`config.mk`:
```
export PLATFORM = sky130hd
export DESIGN_NAME = phsds_cell
export DESIGN_NICKNAME = d
export VERILOG_FILES = /design/src/rtl/core/phsds_pkg.sv /design/src/rtl/core/phsds_cell.sv
export SDC_FILE = /design/constraint.sdc
export NUM_CORES = 1
export LEC_CHECK = 0
export BUFFER_PORTS_ARGS = -buffer_cell sky130_fd_sc_hd__buf_2
export CORE_ASPECT_RATIO = 0.75
export CORE_MARGIN = 3
export CORE_UTILIZATION = 50
export CTS_CLUSTER_SIZE = 40
export DETAILED_ROUTE_END_ITERATION = 8
export GPL_ROUTABILITY_DRIVEN = 0
export GPL_TIMING_DRIVEN = 0
export PLACE_DENSITY_LB_ADDON = 0.1
export SYNTH_ARGS = -nofsm -noshare
export SYNTH_HDL_FRONTEND = slang
export SYNTH_SLANG_ARGS = --single-unit
```
`constraint.sdc`:
```
create_clock -name clk -period 4.27 [get_ports clk]
set_input_delay 0.427 -clock clk [delete_from_list [all_inputs] [get_ports clk]]
set_output_delay 0.427 -clock clk [all_outputs]
set_load 0.01 [all_outputs]
```
`src/rtl/core/phsds_pkg.sv`:
```
package phsds_pkg;

  localparam int unsigned ADDR_W = 32;
  localparam int unsigned TABLE_DEPTH_DEF = 256;

  localparam logic [15:0] ETH_ARP = 16'h0806;
  localparam logic [15:0] ETH_IPV4 = 16'h0800;
  localparam logic [15:0] ARP_REPLY = 16'd2;
  localparam logic [7:0] PROTO_TCP = 8'd6;
  localparam logic [5:0] FLAGS_BARE_SYN = 6'h02;
  localparam logic [15:0] WATCHED_PORT_RST = 16'd80;

  localparam logic [1:0] KIND_OTHER = 2'd0;
  localparam logic [1:0] KIND_ARP_REPLY = 2'd1;
  localparam logic [1:0] KIND_BARE_SYN = 2'd2;
  localparam logic [1:0] KIND_WATCHED = 2'd3;

  // search token handed from cell to cell
  typedef struct packed {
    logic tok;
    logic hit;
  } walk_t;

endpackage

```
`src/rtl/core/phsds_cell.sv`:
```
module phsds_cell #(
  parameter int unsigned IDX = 0,
  parameter int unsigned CNT_W = 9
) (
  input  logic                          clk,
  input  logic                          rst_n,
  input  logic [phsds_pkg::ADDR_W-1:0]  query,
  input  logic [CNT_W-1:0]              count,
  input  logic                          wr_go,
  input  phsds_pkg::walk_t              walk_in,
  output phsds_pkg::walk_t              walk_out
);

  logic [phsds_pkg::ADDR_W-1:0] entry_r;
  logic                         live;
  logic                         tok_r;
  logic                         tok_nxt;
  logic                         hit_r;
  logic                         hit_nxt;

  // only entries below the fill count take part
  assign live = CNT_W'(IDX) < count;

  always_comb begin
    tok_nxt = walk_in.tok;
    hit_nxt = walk_in.hit | (walk_in.tok & live & (entry_r == query));
  end

  always_ff @(posedge clk) begin
    if (!rst_n) begin
      tok_r <= 1'b0;
    end else begin
      tok_r <= tok_nxt;
    end
  end

  always_ff @(posedge clk) begin
    hit_r <= hit_nxt;
    if (wr_go && (count == CNT_W'(IDX))) begin
      entry_r <= query;
    end
  end

  assign walk_out.tok = tok_r;
  assign walk_out.hit = hit_r;

endmodule

```
Word level (Yosys, flattened, before mapping)
Index checks and enable logic that the tools add are counted.
Operators by class
  reductions and logical operators: 2
  bitwise logic cells: 3
  equal/unequal tests: 1
  $lt $le $gt $ge: 1
Operators by type and width (count)
  $eq A32 B32 Y1: 1
  $logic_not A9 Y1: 1
  $lt A1 B9 Y1 const A: 1
  $and A1 B1 Y1: 2
  $logic_and A1 B1 Y1: 1
  $or A1 B1 Y1: 1
Word-level totals
  input port bits: 46
  flip-flop bits (word level): 34
  output and inout bits: 2
  word-level logic and storage cells: 10

Longest topological paths before layout
Gate-level depths: netlist of run 1.
  depth in word-level cells: 4
  depth in mapped cells: 4
  depth with buffers taken out: 4

Worst setup path after synthesis of run 1
No wires, ideal clock.
  path kind: input port to flip-flop
  start point: input count[6]
  end point: register entry_r[0] in the netlist's numbering (enable)
  arrival time: 2170 ps
  stages on the path: 3
  library setup time: 421 ps
  required time: 3849 ps
  setup slack: 1679 ps
  cell sequence: nor4_1 nand3_1 nor2_1
Between the ends
  longest elaborated chain between the ends: 2
RTL lines
  start: declaration: line phsds_cell.sv:8  | input logic [CNT_W-1:0] count,
  $logic_not A9 Y1: line phsds_cell.sv:39  | if (wr_go && (count == CNT_W'(IDX))) begin
  $logic_and A1 B1 Y1: line phsds_cell.sv:39
  end signal: assignment: line phsds_cell.sv:40  | entry_r <= query;
  end: declaration: line phsds_cell.sv:14  | logic [phsds_pkg::ADDR_W-1:0] entry_r;
No other way between the ends.
A chain may end at the register's enable or synchronous reset.

Worst setup path after layout of run 1
  start point: input count[6]
  end point: register entry_r[15] in the netlist's numbering (enable)
Same word-level chain as after synthesis.

==> impl_results.rst, run 1 <==
.. list-table::
   :header-rows: 1

   * - Metric
     - Value
   * - Detailed placer's ending HPWL
     - around 1700 µm
   * - Initial detailed-routing violation count
     - 26
   * - Worst Path Buf+Inv
     - 1
   * - Diode count
     - 0
   * - Pwr per Cell Area
     - 350 nW/µm²
   * - Number of max-slew violations in the final report
     - 0
   * - Hold buffers post-CTS
     - 0
   * - Worst-path maximum fanout
     - 32
   * - Layout cell share with drive strength beyond 1
     - 42.0%
   * - Total of max-cap violations
     - 0
   * - Gr ovfl total
     - 0
   * - Initial core utilization
     - a little over half
   * - Multi-input gate area in the final layout
     - approximately 420 µm²
   * - Final Hold Viols
     - 0
   * - Mapped Nets
     - 134
   * - Path type of the worst min-delay path
     - input port to flop
   * - Initial antenna violation count
     - 0
   * - Crit Path Class
     - input port to flop
   * - Proportion of synthesized chip area in sequential cells
     - 69.9%
   * - Data required time at the worst endpoint
     - 4.18 ns
   * - Count of vias placed by the detailed router
     - approximately 840
   * - Crit path max-delay family
     - simple AND/OR/NAND/NOR gates
   * - Worst setup slack for register-to-register paths
     - 2.97 ns
   * - Tightest slew margin relative to the limit
     - 45.0%
   * - Distinct cell type count of the synthesized netlist
     - 14
   * - Vias per cell
     - 4.71
   * - Fin Setup TNS
     - 0 ns
   * - Seq cells post-synth
     - 34
   * - Die span in x
     - 67.8 µm
   * - Area overhead of the layout relative to synthesis
     - 25.8%
   * - Final net count
     - 188
   * - Fin crit share
     - 40.5%
   * - Combined global-route utilization of all metal layers
     - 14.4%
   * - Die area
     - 3550 µm²
   * - Number of iterations in the first detailed-routing pass
     - 4
   * - Maximum number of pins on one net before global-route repair
     - 33
   * - Share of the synthesized area in the top cell type
     - approximately two thirds
   * - Drt drc
     - 0
   * - CP startpoint kind
     - input port
   * - Fmax
     - 578 MHz
   * - Clock tree from TritonCTS
     - built
   * - Die H
     - 52.4 µm
   * - First-pass GRT wire length
     - 3520 µm
   * - Final ANT Viol Nets
     - 0
   * - Syn. warnings
     - 0
   * - Unrepaired setup endpoints after global routing
     - no
   * - Sequential cell area
     - approximately 1000 µm²
   * - Cell at the root of the clock tree
     - sky130_fd_sc_hd__clkbuf_8
   * - Summed instance area of the synthesized netlist
     - 1430 µm²
   * - Final Skew
     - 0.00611 ns
   * - Post-CTS Setup Bufs
     - 0
   * - Filler Cells Inserted
     - roughly 190
   * - Delay contributed by the slowest stage of the critical path
     - 0.66 ns
   * - Worst voltage drop across the vdd grid
     - between 0.0002 and 0.0003 V
   * - Clock latency on the worst-skew pair
     - 0.28 ns
   * - Tightest Pin Transition
     - 0.824 ns
   * - CTS resizes
     - 0
   * - Count of pins on the block boundary
     - 48
   * - Std-Cell Rows
     - 16
   * - Ordered list of cells on the worst path
     - buf_2 -> nor4_1 -> nand3_1 -> nor2_4
   * - Largest buffer count on any clock path
     - 2
   * - Setup violations, final
     - 0
   * - Crit end category
     - flop
   * - Pleak
     - approximately 0.70 nW
   * - Clock input transition at the sequential cells of the worst setup and hold paths
     - ~0.07 ns
   * - Number of cells produced by synthesis
     - a little under 90
   * - Util after Layout
     - ~68%
   * - Number of buffers created by CTS
     - 5
   * - Final routed wire length divided by cell count
     - around 12 µm
   * - CTS H-tree depth
     - 2
   * - Total Wirelength
     - 2210 µm
   * - Final min period
     - 1.73 ns
   * - Number of clock sinks
     - 34
   * - Post-synthesis cell type with the largest combined area
     - sky130_fd_sc_hd__edfxtp_1
   * - Status
     - complete, no violations
   * - Dominant cells by area after synthesis
     - sky130_fd_sc_hd__edfxtp_1 (67%), sky130_fd_sc_hd__xor2_1 (19%), sky130_fd_sc_hd__nor4_2 (3.5%), sky130_fd_sc_hd__dfxtp_1 (2.8%), sky130_fd_sc_hd__nor4_1 (1.7%)
   * - Worst Path Arrival
     - 1.64 ns
   * - CP max stage cell
     - sky130_fd_sc_hd__nor2_4
   * - CORE AREA
     - around 2700 µm²
   * - Vias in the first global route
     - 830
   * - Mean Syn Cell Area
     - roughly 16 µm²
   * - IO Port Bufs
     - 47
==> state kept, by name, indices dropped and copies added (netlist names) <==
register	count
tok_r	1
entry_r	32
hit_r	1
==> per-stage QoR <==
stage	power (mW)	instance area, µm²	setup WS [ns]	std cells	hold slack [ns]
global placement	0.417	1710	1.05	171	0.582
detailed placement	0.419	1720	2.22	171	0.593
finish	0.631	1800	2.54	179	0.321
global route	0.660	1800	2.43	179	0.313
floorplan	0.390	1430	1.68	88	0.521
CTS	0.641	1800	2.53	179	0.311
==> worst paths after layout <==
| kind | cells past startpoint | to | start |
|---|---|---|---|
| worst min-delay path | 3 | hit_r | walk_in[0] |
| worst max register to register | 4 | hit_r | entry_r[30] |
| worst min register to register | 3 | hit_r | entry_r[7] |
| worst max-delay path | 4 | entry_r[15] | count[6] |
==> power breakdown <==
part,switching [mW],internal [mW]
Sequential,0.000355,0.365
Clock,0.107,0.112
Combinational,0.0207,0.0252
Total,0.128,0.502
==> cells by family after synthesis <==
logic type	Yosys count	synth area share (%)
AND/OR/NAND/NOR	17	8.47
AO/OA/AOI/OAI	1	0.524
flip-flops	34	69.9
XOR/XNOR	32	19.6
buffers and inverters	4	1.57
==> synthesized netlist by cell type <==
cell type / instances
sky130_fd_sc_hd__edfxtp_1: 32
sky130_fd_sc_hd__xor2_1: 31
sky130_fd_sc_hd__nor4_1: 4
sky130_fd_sc_hd__nor4_2: 4
sky130_fd_sc_hd__buf_4: 2
sky130_fd_sc_hd__dfxtp_1: 2
sky130_fd_sc_hd__inv_1: 2
sky130_fd_sc_hd__nand3_1: 2
sky130_fd_sc_hd__nand4_1: 2
sky130_fd_sc_hd__nor2_1: 2
sky130_fd_sc_hd__nor3_1: 2
sky130_fd_sc_hd__and2_1: 1
sky130_fd_sc_hd__o31ai_1: 1
sky130_fd_sc_hd__xnor2_1: 1
==> worst min-delay path, stage by stage <==
cell	delay (ns)
sky130_fd_sc_hd__buf_2	0.07
sky130_fd_sc_hd__inv_1	0.03
sky130_fd_sc_hd__o31ai_1	0.04
==> placed cells by master, fill, tap and decap left out <==
cell type	instances
sky130_fd_sc_hd__buf_2	47
sky130_fd_sc_hd__edfxtp_1	32
sky130_fd_sc_hd__xor2_1	31
sky130_fd_sc_hd__clkbuf_8	5
sky130_fd_sc_hd__nor4_1	4
sky130_fd_sc_hd__nor4_2	4
sky130_fd_sc_hd__inv_1	2
sky130_fd_sc_hd__nor3_1	2
sky130_fd_sc_hd__nand3_1	2
sky130_fd_sc_hd__nand4_1	2
sky130_fd_sc_hd__buf_4	2
sky130_fd_sc_hd__dfxtp_1	2
sky130_fd_sc_hd__nor2_1	1
sky130_fd_sc_hd__nor2_4	1
sky130_fd_sc_hd__xnor2_1	1
sky130_fd_sc_hd__o31ai_1	1
sky130_fd_sc_hd__and2_1	1
sky130_fd_sc_hd__clkinv_1	1
sky130_fd_sc_hd__clkinv_2	1
sky130_fd_sc_hd__clkbuf_1	1
==> cell type report <==
cell class	count	area share (%)
Buffer	2	0.833
Clock buffer	6	4.03
Clock inverter	2	0.486
Inverter	2	0.417
Multi-Input combinational cell	50	23.1
Sequential cell	34	55.6
Tap cell	36	2.50
Timing Repair Buffer	47	13.1
==> metal layers <==
metal,wire [µm],GRT usage (%)
met1,968,17.6
met2,1010,21.0
met3,190,7.51
met4,47,6.93
met5,0,0
(Power assumes the default switching activity.)
==> run 2: changes to the inputs <==
--- a/config.mk
+++ b/config.mk
@@ -8,7 +8,7 @@
 export BUFFER_PORTS_ARGS = -buffer_cell sky130_fd_sc_hd__buf_2
 export CORE_ASPECT_RATIO = 0.75
 export CORE_MARGIN = 3
-export CORE_UTILIZATION = 50
+export CORE_UTILIZATION = 49
 export CTS_CLUSTER_SIZE = 40
 export DETAILED_ROUTE_END_ITERATION = 8
 export GPL_ROUTABILITY_DRIVEN = 0
==> constraint.sdc (replaced) <==
create_clock -name clk -period 1.7 [get_ports clk]
set_input_delay 0.17 -clock clk [delete_from_list [all_inputs] [get_ports clk]]
set_output_delay 0.17 -clock clk [all_outputs]
set_load 0.01 [all_outputs]
==> run 2 against run 1 <==
Clock skew shrank 0.0015 ns; register-to-register slack worse by 2.6 ns; core utilization decreased by 1.0 points; count of clock-buffer cells in the layout increased by 2; first-iteration DRC count rose by 3.8%; critical path depth did not move; clock power is 150% higher; worst setup slack got worse by 2.3 ns; via count grew 0.36%; critical endpoint is now entry_r[9]; largest cell class unchanged.
==> impl_results.rst, run 2 (synthesis results as in run 1) <==
.. list-table::
   :header-rows: 1

   * - Metric
     - Value
   * - Status
     - complete, no violations
   * - Most frequent standard cell in the layout excluding fill and tap cells
     - sky130_fd_sc_hd__buf_2
   * - Count of pins on the block boundary
     - 48
   * - Initial detailed-routing violation count
     - 27
   * - Max FFs per register
     - 32
   * - Vias in the first global route
     - roughly 790
   * - Final ANT Viol Nets
     - 0
   * - Diode count
     - 0
   * - Hold buffers post-CTS
     - 0
   * - Share of total power consumed by net switching
     - 19.2%
   * - Total of max-cap violations
     - 0
   * - Final Skew
     - 0.00465 ns
   * - Switching pwr
     - 0.303 mW
   * - Worst voltage drop across the vdd grid
     - 0.000523 V
   * - Largest buffer count on any clock path
     - 2
   * - Die H
     - around 53 µm
   * - Die span in x
     - 68.4 µm
   * - CP startpoint kind
     - input port
   * - Clock latency on the worst-skew pair
     - 0.28 ns
   * - Clk network pwr share
     - 34.3%
   * - Number of iterations in the first detailed-routing pass
     - 4
   * - Initial antenna violation count
     - 0
   * - Tightest slew margin relative to the limit
     - 44.0%
   * - Pwr per Cell Area
     - 874 nW/µm²
   * - Place WS
     - -0.128 ns
   * - Number of buffers created by CTS
     - 5
   * - Setup violations, final
     - 0
   * - Part of the total power dissipated in sequential elements
     - just under 60%
   * - Final Hold Viols
     - 0
   * - Maximum number of pins on one net before global-route repair
     - 33
   * - Die area
     - 3620 µm²
   * - Gr ovfl total
     - 0
   * - Data required time at the worst endpoint
     - 1.60 ns
   * - Register ranked first by flip-flop count
     - entry_r
   * - Number of clock sinks
     - 34
   * - IO Port Bufs
     - 47
   * - Minimum setup slack in the final design
     - approximately 0.21 ns
   * - Internal cell power
     - approximately 1.3 mW
   * - Endpoint of the most critical register-to-register path
     - hit_r
   * - Length in cells of the worst reg-to-reg path
     - 4
   * - Filler Cells Inserted
     - 203
   * - CTS resizes
     - 0
   * - Post-CTS Setup Bufs
     - 0
   * - Wire length on met3
     - 147 µm
   * - Initial core utilization
     - roughly 53%
   * - Worst Path Arrival
     - roughly 1.4 ns
   * - Routed length on met1
     - 1020 µm
   * - Detailed placer's ending HPWL
     - ~1800 µm
   * - Unrepaired setup endpoints after global routing
     - no
   * - Final min period
     - 1.49 ns
   * - Largest registers in the final layout
     - entry_r (32), hit_r (1), tok_r (1)
   * - Placed cell area
     - 1720 µm²
   * - Tightest hold margin
     - ~0.076 ns
   * - CP Launch Point
     - count[6]
   * - CTS H-tree depth
     - 2
   * - Tightest Pin Transition
     - 0.838 ns
   * - Power share of the combinational group
     - 7.4%
   * - Highest-count cells in the layout ignoring fill and taps
     - sky130_fd_sc_hd__buf_2 (47), sky130_fd_sc_hd__edfxtp_1 (32), sky130_fd_sc_hd__xor2_1 (31)
   * - Final standard cell area without fillers
     - between 1500 and 2000 µm²
   * - Number of max-slew violations in the final report
     - 0
   * - Drt drc
     - 0
   * - Top routing layer in use
     - met4
   * - Std-Cell Rows
     - 16
   * - Sum of met2 wire segment lengths after detailed routing
     - 1110 µm
   * - Area overhead of the layout relative to synthesis
     - 25.7%
   * - Final routed wire length divided by cell count
     - 12.8 µm
   * - Final net count
     - 188
   * - Total Wirelength
     - between 2000 and 2500 µm
   * - Combined global-route utilization of all metal layers
     - 14.0%
   * - Crit Path Class
     - input port to flop
   * - Layout cell share with drive strength beyond 1
     - between 40% and 50%
   * - Timing endpoint of the critical path
     - entry_r[9]
   * - Pleak
     - 0.701 nW
   * - Clock tree from TritonCTS
     - built
   * - Cell at the root of the clock tree
     - sky130_fd_sc_hd__clkbuf_8
   * - Fmax
     - roughly 670 MHz
   * - Count of vias placed by the detailed router
     - 846
   * - Critical R2R Launch
     - entry_r[26]
   * - Path type of the worst min-delay path
     - input port to flop
   * - CORE AREA
     - between 2000 and 3000 µm²
   * - First-pass GRT wire length
     - 3400 µm
   * - Worst setup slack for register-to-register paths
     - roughly 0.4 ns
   * - Crit end category
     - flop
   * - Fin crit share
     - between 80 and 90%
   * - Worst-path maximum fanout
     - 32
   * - Vias per cell
     - 4.73
   * - Clock input transition at the sequential cells of the worst setup and hold paths
     - 0.06 ns
run 2: cell types whose count changed in the layout (fill, tap and decap cells not counted):
| cell | previous run | this run |
|---|---|---|
| sky130_fd_sc_hd__clkinv_2 | 1 | 0 |
| sky130_fd_sc_hd__clkinv_1 | 1 | 0 |
| sky130_fd_sc_hd__clkbuf_1 | 1 | 3 |
run 2: how the worst min path moves through the flow:
| stage | end | slack, ns | cells past startpoint | startpoint |
|---|---|---|---|---|
| after floorplan | hit_r | 0.26 | 2 | walk_in[0] |
| after global placement | hit_r | 0.35 | 3 | walk_in[0] |
| after detailed placement | hit_r | 0.35 | 3 | walk_in[0] |
| after CTS | hit_r | 0.06 | 3 | walk_in[0] |
| after global routing | entry_r[24] | 0.08 | 1 | query[24] |
| final | hit_r | 0.08 | 3 | walk_in[0] |
run 2: area by class of cell:
type | instances | area, µm² | area share, %
Sequential cell | 34 | 1000 | 55.6
Multi-Input combinational cell | 50 | 417 | 23.1
Buffer | 2 | 15.0 | 0.834
Inverter | 2 | 7.51 | 0.417
Tap cell | 36 | 45.0 | 2.50
Clock buffer | 8 | 80.1 | 4.45
Timing Repair Buffer | 47 | 235 | 13.1
run 2: layer usage:
metal,global-route usage [%],vias to the layer above
met5,0,-
li1,-,428
met1,17.1,392
met3,5.36,2
met2,20.1,24
met4,9.90,0
run 2: through the flow:
| stage | std cells | power [mW] | util [%] | setup TNS, ns |
|---|---|---|---|---|
| final | 179 | 1.57 | 66.6 | 0 |
| after global routing | 179 | 1.65 | 66.6 | 0 |
| after CTS | 179 | 1.60 | 66.6 | 0 |
| after detailed placement | 171 | 1.05 | 63.7 | -4.08 |
| after global placement | 171 | 1.05 | 63.7 | -2.49 |
| after floorplan | 88 | 0.979 | - | 0 |
run 2: worst max-delay path: stages:
cell and delay [ns]:
sky130_fd_sc_hd__buf_2 0.09, sky130_fd_sc_hd__nor4_1 0.27, sky130_fd_sc_hd__nand3_1 0.18, sky130_fd_sc_hd__nor2_4 0.67
run 2: power by group through the flow:
stage	Combinational [mW]	Clock [mW]	Sequential, mW
floorplan	0.0425	0	0.937
global placement	0.113	0	0.937
detailed placement	0.118	0	0.937
CTS	0.118	0.565	0.919
global route	0.130	0.600	0.918
finish	0.116	0.539	0.919
==> run 3: changes to the inputs <==
--- a/config.mk
+++ b/config.mk
@@ -14,6 +14,7 @@
 export GPL_ROUTABILITY_DRIVEN = 0
 export GPL_TIMING_DRIVEN = 0
 export PLACE_DENSITY_LB_ADDON = 0.1
+export RECOVER_POWER = 100
 export SYNTH_ARGS = -nofsm -noshare
 export SYNTH_HDL_FRONTEND = slang
 export SYNTH_SLANG_ARGS = --single-unit
==> run 3 against run 2 <==
Register-to-register slack about the same; combinational power decreased by 10%; routed wire length is 0.61% higher; cell area shrank 2.7%; critical path type unchanged; core utilization down 1.8 points; first-iteration DRC count stayed put; maximum frequency up 0.10%; critical path depth is the same; non-clock buffer count did not move; die area unchanged; clock skew barely moved.
==> impl_results.rst, run 3 (synthesis results as in run 1) <==
.. list-table::
   :header-rows: 1

   * - Metric
     - Value
   * - CORE AREA
     - 2700 µm²
   * - Worst Min Path Start
     - walk_in[0]
   * - Largest registers in the final layout
     - entry_r (32), hit_r (1), tok_r (1)
   * - Die area
     - 3620 µm²
   * - CTS H-tree depth
     - 2
   * - Final routed wire length divided by cell count
     - 12.9 µm
   * - Vias per cell
     - approximately 4.7
   * - Initial core utilization
     - 53.0%
   * - Diode count
     - 0
   * - Total of max-cap violations
     - 0
   * - Worst Path Arrival
     - 1.39 ns
   * - Die H
     - around 53 µm
   * - Tightest Pin Transition
     - 0.840 ns
   * - Final min period
     - 1.49 ns
   * - Worst-path maximum fanout
     - 32
   * - Pleak
     - 0.605 nW
   * - Status
     - complete, no violations
   * - Clock input transition at the sequential cells of the worst setup and hold paths
     - roughly 0.060 ns
   * - Final ANT Viol Nets
     - 0
   * - Util after Layout
     - 64.8%
   * - Number of max-slew violations in the final report
     - 0
   * - Filler Cells Inserted
     - 233
   * - Register ranked first by flip-flop count
     - entry_r
   * - Worst setup slack for register-to-register paths
     - 0.39 ns
   * - Final net count
     - 188
   * - Final Hold Viols
     - 0
   * - Max FFs per register
     - 32
   * - Most frequent standard cell in the layout excluding fill and tap cells
     - sky130_fd_sc_hd__clkbuf_1
   * - Setup violations, final
     - 0
   * - Min-Delay Path Depth
     - 3
   * - Die span in x
     - 68.4 µm
   * - Fin Setup TNS
     - 0 ns
   * - CP Launch Point
     - count[6]
   * - Tightest slew margin relative to the limit
     - 43.9%
   * - Data required time at the worst endpoint
     - 1.60 ns
   * - Post-CTS Setup Bufs
     - 0
   * - Detailed placer's ending HPWL
     - 1770 µm
   * - Initial detailed-routing violation count
     - 27
   * - Clock tree from TritonCTS
     - built
   * - Std-Cell Rows
     - 16
   * - Clock latency on the worst-skew pair
     - 0.28 ns
   * - Endpoint of the most critical register-to-register path
     - hit_r
   * - Layout cell share with drive strength beyond 1
     - 16.8%
   * - Fin crit share
     - 87.5%
   * - First-pass GRT wire length
     - 3400 µm
   * - Worst voltage drop across the vdd grid
     - 0.000527 V
   * - Number of standard cells in the layout, taps in and fillers out
     - 179
   * - Maximum number of pins on one net before global-route repair
     - 33
   * - Total Wirelength
     - 2310 µm
   * - Count of vias placed by the detailed router
     - 844
   * - Largest buffer count on any clock path
     - 2
   * - Critical R2R Launch
     - entry_r[11]
   * - Cell at the root of the clock tree
     - sky130_fd_sc_hd__clkbuf_8
   * - Drt drc
     - 0
   * - Final Skew
     - a little under 0.005 ns
   * - Gr ovfl total
     - 0
   * - Ordered list of cells on the worst path
     - buf_2 -> nor4_1 -> nand3_1 -> nor2_4
   * - Delay contributed by the slowest stage of the critical path
     - 0.68 ns
   * - Total instance count after detailed placement
     - 171
   * - Place WS
     - -0.128 ns
   * - Hold Path End
     - hit_r
   * - Worst Path Buf+Inv
     - 1
   * - Crit Path Class
     - input port to flop
   * - Number of clock sinks
     - 34
   * - Highest-count cells in the layout ignoring fill and taps
     - sky130_fd_sc_hd__clkbuf_1 (37), sky130_fd_sc_hd__edfxtp_1 (32), sky130_fd_sc_hd__xor2_1 (31)
   * - Fmax
     - 672 MHz
   * - Minimum setup slack in the final design
     - 0.212 ns
   * - Number of iterations in the first detailed-routing pass
     - 4
   * - Unrepaired setup endpoints after global routing
     - no
   * - CP max stage cell
     - sky130_fd_sc_hd__nor2_4
   * - Area overhead of the layout relative to synthesis
     - 22.3%
   * - IO Port Bufs
     - 47
   * - Combined global-route utilization of all metal layers
     - 14.0%
   * - Length in cells of the worst reg-to-reg path
     - 4
   * - Hold buffers post-CTS
     - 0
   * - CP startpoint kind
     - input port
   * - Count of pins on the block boundary
     - 48
   * - Initial antenna violation count
     - 0
   * - Path type of the worst min-delay path
     - input port to flop
   * - Number of buffers created by CTS
     - 5
   * - Pwr per Cell Area
     - 893 nW/µm²
   * - CTS resizes
     - 0
   * - Crit path max-delay family
     - simple AND/OR/NAND/NOR gates
   * - Crit end category
     - flop
   * - Vias in the first global route
     - around 790
==> run 3: per-layer routing <==
layer / share of wire, % / track usage [%] / vias to the layer above
met4: 1.6 / 9.90 / 0
met2: 47 / 20.1 / 23
met5: 0 / 0 / -
met3: 7.0 / 5.36 / 4
li1: - / - / 429
met1: 44 / 17.1 / 388
==> run 3: worst max-delay path by stage <==
stage | depth (start not counted) | to | slack, ns
after global placement | 4 | entry_r[29] | -0.08
after detailed placement | 4 | entry_r[29] | -0.13
after floorplan | 3 | entry_r[0] | 0.20
after global routing | 4 | entry_r[16] | 0.04
after CTS | 4 | entry_r[31] | 0.17
final | 4 | entry_r[27] | 0.21
==> run 3: cell type report <==
| class | instances | area [µm²] | share of cell area [%] |
|---|---|---|---|
| inverter | 2 | 7.51 | 0.429 |
| sequential | 34 | 1000 | 57.1 |
| buffer | 2 | 15.0 | 0.857 |
| multi-input combinational | 50 | 410 | 23.4 |
| timing repair buffer | 47 | 193 | 11.0 |
| tap | 36 | 45.0 | 2.57 |
| clock buffer | 8 | 80.1 | 4.57 |
==> run 3: metrics by stage <==
step                      hold slack (ns)  area, µm²  total power, mW
final                              0.0746       1750             1.56
after global routing                0.111       1750             1.64
after CTS                          0.0641       1800             1.60
after detailed placement            0.354       1720             1.05
after global placement              0.352       1720             1.05
after floorplan                     0.264       1440            0.979
==> run 3: report_power, final <==
group	switching (mW)	internal, mW	leakage (nW)
registers	0.000867	0.918	0.304
logic	0.0523	0.0521	0.261
clock network	0.251	0.290	0.0395
total	0.304	1.26	0.605
==> run 3: worst reg2reg max path, stage by stage, from the launching register on <==
cell and delay (ns):
sky130_fd_sc_hd__edfxtp_1 0.38, sky130_fd_sc_hd__xor2_1 0.15, sky130_fd_sc_hd__nor4_1 0.32, sky130_fd_sc_hd__nand4_1 0.14, sky130_fd_sc_hd__o31ai_1 0.24
